==> config.mk <==
export PLATFORM = sky130hd
export DESIGN_NAME = hsl_to_rgb_top
export DESIGN_NICKNAME = d
export VERILOG_FILES = /design/src/rtl/hsl_pkg.sv /design/src/rtl/hsl_to_rgb_top.sv
export VERILOG_INCLUDE_DIRS = /design/src /design/src/rtl
export SDC_FILE = /design/constraint.sdc
export NUM_CORES = 2
export LEC_CHECK = 0
export BUFFER_PORTS_ARGS = -buffer_cell sky130_fd_sc_hd__buf_2
export CORE_MARGIN = 5
export CORE_UTILIZATION = 53
export CTS_BUF_LIST = sky130_fd_sc_hd__clkbuf_4 sky130_fd_sc_hd__clkbuf_8 sky130_fd_sc_hd__clkbuf_16
export CTS_CLUSTER_SIZE = 40
export DETAILED_ROUTE_END_ITERATION = 16
export GPL_ROUTABILITY_DRIVEN = 1
export GPL_TIMING_DRIVEN = 0
export PLACE_DENSITY = 0.69
export SLEW_MARGIN = 15
export SYNTH_ARGS = -nofsm -noshare
export SYNTH_HDL_FRONTEND = slang
export SYNTH_SLANG_ARGS = --single-unit
==> constraint.sdc <==
create_clock -name clk -period 18.9 [get_ports clk]
set_input_delay 0.945 -clock clk [delete_from_list [all_inputs] [get_ports clk]]
set_output_delay 0.945 -clock clk [all_outputs]
set_load 0.02 [all_outputs]
==> src/rtl/hsl_to_rgb_top_assert.svh <==
`ifndef HSL_TO_RGB_TOP_ASSERT_SVH
`define HSL_TO_RGB_TOP_ASSERT_SVH

// Same-cycle implication, checked outside reset.
`define HSL_ASSERT_NOW(lbl, ck, rs, ante, cons) \
  lbl: assert property (@(posedge ck) disable iff (rs) (ante) |-> (cons)) \
    else $error("hsl_to_rgb: assertion failed");

// Next-cycle implication, checked outside reset.
`define HSL_ASSERT_NEXT(lbl, ck, rs, ante, cons) \
  lbl: assert property (@(posedge ck) disable iff (rs) (ante) |=> (cons)) \
    else $error("hsl_to_rgb: assertion failed");

`endif

==> src/rtl/hsl_pkg.sv <==
package hsl_pkg;

  localparam int HUE_W  = 13;
  localparam int FRAC_W = 11;
  localparam int CHAN_W = 8;
  localparam int K_W    = 10;
  localparam int P_W    = 21;
  localparam int NUM_W  = 30;
  localparam int Z_W    = 12;
  localparam int STAGES = 6;
  localparam int CHANS  = 3;

  localparam logic [HUE_W-1:0]  HUE_TURN       = 13'd5760;
  localparam logic [HUE_W-1:0]  HUE_THIRD      = 13'd1920;
  localparam logic [HUE_W-1:0]  HUE_SIXTH      = 13'd960;
  localparam logic [HUE_W-1:0]  HUE_HALF       = 13'd2880;
  localparam logic [HUE_W-1:0]  HUE_TWO_THIRDS = 13'd3840;
  localparam logic [FRAC_W-1:0] FRAC_ONE       = 11'd1024;
  localparam logic [FRAC_W-1:0] FRAC_HALF      = 11'd512;
  localparam logic [K_W-1:0]    K_MAX          = 10'd960;
  localparam logic [P_W-1:0]    ONE20          = 21'h100000;
  localparam logic [Z_W-1:0]    Z_MAX          = 12'd3832;
  localparam logic [CHAN_W-1:0] CHAN_MAX       = 8'd255;

  // ramp weight in sixths of a turn: rising, flat high, falling, flat low
  function automatic logic [K_W-1:0] hue_weight(input logic [HUE_W-1:0] t);
    logic [HUE_W-1:0] fall;
    fall = HUE_TWO_THIRDS - t;
    if (t < HUE_SIXTH) begin
      return t[K_W-1:0];
    end else if (t < HUE_HALF) begin
      return K_MAX;
    end else if (t < HUE_TWO_THIRDS) begin
      return fall[K_W-1:0];
    end else begin
      return '0;
    end
  endfunction

endpackage

==> src/rtl/hsl_to_rgb_top.sv <==
// HSL to 8-bit RGB converter. Takes one word per clock and returns one word per
// clock unless out_stall holds the pipe, through six register stages (clamp and
// hue offsets, l*s multiply, q/p, ramp multiply, scale by 255, reciprocal
// divide). A stall holds only full stages, so bubbles close up, and while a
// finished result waits at the output a new word is taken if a stage is empty.
module hsl_to_rgb_top
  import hsl_pkg::*;
(
  input  logic              clk,
  input  logic              rst,
  input  logic              in_valid,
  output logic              in_stall,
  input  logic [HUE_W-1:0]  hue,
  input  logic [FRAC_W-1:0] saturation,
  input  logic [FRAC_W-1:0] lightness,
  output logic              out_valid,
  input  logic              out_stall,
  output logic [CHAN_W-1:0] red,
  output logic [CHAN_W-1:0] green,
  output logic [CHAN_W-1:0] blue
);

`include "hsl_to_rgb_top_assert.svh"

  logic [STAGES-1:0] vld;
  logic [STAGES-1:0] rdy;

  always_comb begin
    rdy[STAGES-1] = !vld[STAGES-1] || !out_stall;
    for (int i = STAGES - 2; i >= 0; i--) begin
      rdy[i] = !vld[i] || rdy[i+1];
    end
  end

  assign in_stall  = !rdy[0];
  assign out_valid = vld[STAGES-1];

  always_ff @(posedge clk) begin
    if (rst) begin
      vld <= '0;
    end else begin
      if (rdy[0]) vld[0] <= in_valid;
      for (int i = 1; i < STAGES; i++) begin
        if (rdy[i]) vld[i] <= vld[i-1];
      end
    end
  end

  // stage 1: wrap hue, clamp fractions, per-channel hue offsets
  logic [HUE_W-1:0]  h_w;
  logic [HUE_W-1:0]  t_r;
  logic [HUE_W-1:0]  t_b;
  logic [FRAC_W-1:0] s_c;
  logic [FRAC_W-1:0] l_c;
  logic [HUE_W-1:0]  t1 [CHANS];
  logic [FRAC_W-1:0] s1;
  logic [FRAC_W-1:0] l1;

  always_comb begin
    h_w = (hue >= HUE_TURN) ? hue - HUE_TURN : hue;
    t_r = h_w + HUE_THIRD;
    if (t_r >= HUE_TURN) t_r = t_r - HUE_TURN;
    t_b = (h_w >= HUE_THIRD) ? h_w - HUE_THIRD : h_w + HUE_TURN - HUE_THIRD;
    s_c = (saturation > FRAC_ONE) ? FRAC_ONE : saturation;
    l_c = (lightness > FRAC_ONE) ? FRAC_ONE : lightness;
  end

  always_ff @(posedge clk) begin
    if (rdy[0]) begin
      t1[0] <= t_r;
      t1[1] <= h_w;
      t1[2] <= t_b;
      s1    <= s_c;
      l1    <= l_c;
    end
  end

  // stage 2: l*s and ramp weights
  logic [P_W-1:0]    ls2;
  logic [K_W-1:0]    k2 [CHANS];
  logic [FRAC_W-1:0] s2;
  logic [FRAC_W-1:0] l2;

  always_ff @(posedge clk) begin
    if (rdy[1]) begin
      ls2 <= P_W'(l1) * P_W'(s1);
      for (int c = 0; c < CHANS; c++) k2[c] <= hue_weight(t1[c]);
      s2 <= s1;
      l2 <= l1;
    end
  end

  // stage 3: q, p and d = q - p in units of 2^-20
  logic [P_W+1:0] q_x;
  logic [P_W+1:0] p_x;
  logic [P_W+1:0] d_x;
  logic [P_W-1:0] p3;
  logic [P_W-1:0] d3;
  logic [K_W-1:0] k3 [CHANS];

  always_comb begin
    if (l2 < FRAC_HALF) begin
      q_x = {l2, 10'd0} + (P_W+2)'(ls2);
    end else begin
      q_x = {l2, 10'd0} + {s2, 10'd0} - (P_W+2)'(ls2);
    end
    p_x = {1'b0, l2, 11'd0} - q_x;
    d_x = q_x - p_x;
  end

  always_ff @(posedge clk) begin
    if (rdy[2]) begin
      p3 <= p_x[P_W-1:0];
      d3 <= d_x[P_W-1:0];
      for (int c = 0; c < CHANS; c++) k3[c] <= k2[c];
    end
  end

  // stage 4: num = p*960 + d*k
  logic [NUM_W-1:0] num4 [CHANS];

  always_ff @(posedge clk) begin
    if (rdy[3]) begin
      for (int c = 0; c < CHANS; c++) begin
        num4[c] <= NUM_W'(p3) * NUM_W'(K_MAX) + NUM_W'(d3) * NUM_W'(k3[c]);
      end
    end
  end

  // stage 5: scale by 255, add half, drop 2^26 (2^20 * 64)
  localparam int X_W = NUM_W + 8;
  logic [X_W-1:0] x5 [CHANS];
  logic [Z_W-1:0] z5 [CHANS];

  always_comb begin
    for (int c = 0; c < CHANS; c++) begin
      x5[c] = (X_W'(num4[c]) << 8) - X_W'(num4[c]) + (X_W'(480) << 20);
    end
  end

  always_ff @(posedge clk) begin
    if (rdy[4]) begin
      for (int c = 0; c < CHANS; c++) z5[c] <= x5[c][X_W-1:X_W-Z_W];
    end
  end

  // stage 6: divide by 15 via 4370/2^16, exact for z below 4681
  logic [Z_W+12:0]   prod6 [CHANS];
  logic [CHAN_W-1:0] res6  [CHANS];

  always_comb begin
    for (int c = 0; c < CHANS; c++) begin
      prod6[c] = (Z_W+13)'(z5[c]) * (Z_W+13)'(4370);
      res6[c]  = prod6[c][Z_W+12:24] != '0 ? CHAN_MAX : prod6[c][23:16];
    end
  end

  always_ff @(posedge clk) begin
    if (rdy[5]) begin
      red   <= res6[0];
      green <= res6[1];
      blue  <= res6[2];
    end
  end

  `HSL_ASSERT_NEXT(a_accept_fills, clk, rst, in_valid && !in_stall, vld[0])
  `HSL_ASSERT_NOW(a_weight_range, clk, rst, vld[2],
                  k3[0] <= K_MAX && k3[1] <= K_MAX && k3[2] <= K_MAX)
  `HSL_ASSERT_NOW(a_qp_range, clk, rst, vld[2],
                  p3 <= ONE20 && d3 <= ONE20 && (p3 + d3) <= ONE20)
  `HSL_ASSERT_NOW(a_quot_range, clk, rst, vld[4],
                  z5[0] <= Z_MAX && z5[1] <= Z_MAX && z5[2] <= Z_MAX)

endmodule

==> impl_metrics.env <==
export IMPL_netlist_area_leader_share_pct=27.3
export IMPL_boundaryPins=65
export IMPL_relSlewSlack_pct=26.6
export IMPL_cp_max_fo=5
export IMPL_cp_endpoint="num4[0][59]"
export IMPL_cts_hold_buf=0
export IMPL_cts_repair_resize_count=0
export IMPL_cts_tree="done"
export IMPL_synth_distinct_cells=99
export IMPL_r2r_end="num4[0][59]"
export IMPL_worst_ep_arrival_time_ns=9.86
export IMPL_final_setup_tns_ns=0
export IMPL_syn2layout_area_growth_pct=7.33
export IMPL_wire_per_inst_um=17.3
export IMPL_hp_class="flop to flop"
export IMPL_avgViaCountPerCell=5.42
export IMPL_dp_slack_ns=9.64
export IMPL_timing_critical_path_buf_inv=3
export IMPL_h_tree_depth=2
export IMPL_path_class="flop to flop"
export IMPL_cts_sinks=344
export IMPL_post_cts_buffers=0
export IMPL_ys_ff_latch=344
export IMPL_synth_main_ff_cell="edfxtp_1"
export IMPL_r2r_start="p3[0]"
export IMPL_num_antenna_cells=0
export IMPL_async_flop_share_pct=0
export IMPL_synthTopCellsByCount="944 x inv_1, 658 x fa_1, 645 x ha_1, 557 x nand2_1, 338 x edfxtp_1"
export IMPL_grt_max_degree=62
export IMPL_gp_congestion=0.916
export IMPL_max_freq_ghz=0.105
export IMPL_grt_pass1_wl_mm=178
export IMPL_slew_viol_final=0
export IMPL_worst_setup_path_start_kind="flop"
export IMPL_timing_critical_path_mode_cell="fa_1"
export IMPL_period_minus_slack_ns=9.55
export IMPL_ctsLongestPathBuffers=3
export IMPL_nNetsFinal=6380
export IMPL_drt_pass1_iter_count=5
export IMPL_cpPeakStageDelay_ns=0.63
export IMPL_wl_mm=108
export IMPL_die_w_um=312
export IMPL_slowest_stage="edfxtp_1"
export IMPL_maxCapViolCount=0
export IMPL_cp_depth=31
export IMPL_cp_end_kind="flop"
export IMPL_postSynthAreaPerCell_um2=9.85
export IMPL_synth_cells=4904
export IMPL_die_h_um=312
export IMPL_ys_top_cells_by_area="fa_1 27%, edfxtp_1 21%, ha_1 17%"
export IMPL_cts_made_buffers=46
export IMPL_postLayoutCellArea_um2=51900
export IMPL_rsz0062_at_grt="false"
export IMPL_clockRootBuffer="clkbuf_16"
export IMPL_grt_ovfl_total=0
export IMPL_yosysMostFrequentCell="inv_1"
export IMPL_final_antenna_net_count=0
export IMPL_synth_warnings=0
export IMPL_tightest_slew_ns=1.07
export IMPL_dpl_cell_area_um2=50300
export IMPL_rows=110
export IMPL_drt_iter0_drc=2256
export IMPL_place_hpwl_mm=89.7
export IMPL_initial_core_util_pct=53.5
export IMPL_skew_ns=0.0204
export IMPL_io_buffers=62
export IMPL_holdPathStages=0
export IMPL_final_hold_violation_count=0
export IMPL_yosysTopAreaCell="fa_1"
export IMPL_cp_top_family="adder cells"
export IMPL_finalCritPeriodShare_pct=50.5
export IMPL_synth_edf_count=338
export IMPL_status="completed"
export IMPL_worst_r2r_setup_slack_ns=9.35
export IMPL_worst_slack_ns=9.35
export IMPL_cp_startpoint="p3[0]"
export IMPL_vias=33800
export IMPL_antenna_found_initial=6
export IMPL_critPathRequiredTime_ns=19.21
export IMPL_clkTransAtPathRegs_ns=0.06
export IMPL_grt_usage_pct=22.8
export IMPL_setup_violations=0
export IMPL_worstRegToRegCells=31
export IMPL_fill_cells=7784
export IMPL_core_area_um2=90300
export IMPL_synth_area_um2=48300
export IMPL_clk_latency_ns=0.63
export IMPL_drive_above_1_share_pct=3.94
export IMPL_dieArea_um2=97300
export IMPL_grt_pass1_vias=34300
export IMPL_drcViolationCount=0
export IMPL_ys_seq_area_share_pct=21.3
[metrics by stage]
step                      util (%)  instances  hold WS, ns
after floorplan                  -       4923        0.400
after global placement        55.6       6161        0.401
after detailed placement      55.8       6166        0.405
after CTS                     57.4       6248        0.410
after global routing          57.4       6248        0.419
final                         57.4       6248        0.410
[layer usage]
metal | track usage, % | vias to the layer above | routed length, µm
met4 | 7.45 | 0 | 4210
met1 | 31.9 | 16500 | 47600
li1 | - | 16000 | -
met5 | 0 | - | 0
met3 | 4.98 | 183 | 8820
met2 | 35.8 | 1069 | 47600
[worst min path at each step]
stage              start        end  slack, ns
2_1_floorplan   k2[0][0]   k3[0][0]       0.40
3_3_place_gp    k2[0][2]   k3[0][2]       0.40
3_5_place_dp   k2[0][28]  k3[0][28]       0.40
4_1_cts        k2[0][10]  k3[0][10]       0.41
5_1_grt        k2[0][10]  k3[0][10]       0.42
6_report        k2[0][9]   k3[0][9]       0.41
[layout make-up]
| type | instances | area (µm²) | area share (%) |
|---|---|---|---|
| Multi-Input combinational cell | 3472 | 34000 | 65.5 |
| Sequential cell | 344 | 10300 | 19.8 |
| Inverter | 945 | 3550 | 6.84 |
| Tap cell | 1176 | 1470 | 2.84 |
| Clock buffer | 52 | 1210 | 2.34 |
| Buffer | 162 | 633 | 1.22 |
| Timing Repair Buffer | 67 | 440 | 0.849 |
| Clock inverter | 30 | 312 | 0.601 |
[sequential cells by signal, summed over array words and instances (netlist names)]
signal	cells
blue	8
d3	20
green	8
k2	30
k3	30
l1	11
l2	11
ls2	21
num4	87
p3	21
red	8
s1	11
s2	11
t1	25
vld	6
z5	36
[cell usage in the layout, fill, tap and decap left out, types with 19 or more instances in the layout]
master,count
xnor2_1,173
a31oi_1,19
buf_2,64
clkbuf_16,47
a21oi_1,166
nand3_1,24
fa_1,658
o21ai_0,95
xor2_1,64
conb_1,21
nand4_1,19
a21o_1,101
nand2_1,554
nor2b_1,52
clkbuf_1,153
edfxtp_1,338
and2_1,283
nand2b_1,32
ha_1,645
o21a_1,31
nor2_1,161
inv_1,942
nor3_1,58
or3_1,22
o21bai_1,37
[cells by family after synthesis]
| family | after synthesis | synth area share, % |
|---|---|---|
| multiplexers | 10 | 0.223 |
| buffers and inverters | 1107 | 8.65 |
| XOR/XNOR | 240 | 4.44 |
| adder cells (fa/ha/maj) | 1303 | 44.0 |
| AND/OR/NAND/NOR | 1283 | 12.9 |
| flip-flops | 344 | 21.3 |
| AO/OA/AOI/OAI | 615 | 8.57 |
| other | 2 | 0.0155 |
Power is left out: the tool's default activity adds up to more than one toggle a clock period on the data nets, which glitch-free logic cannot reach.
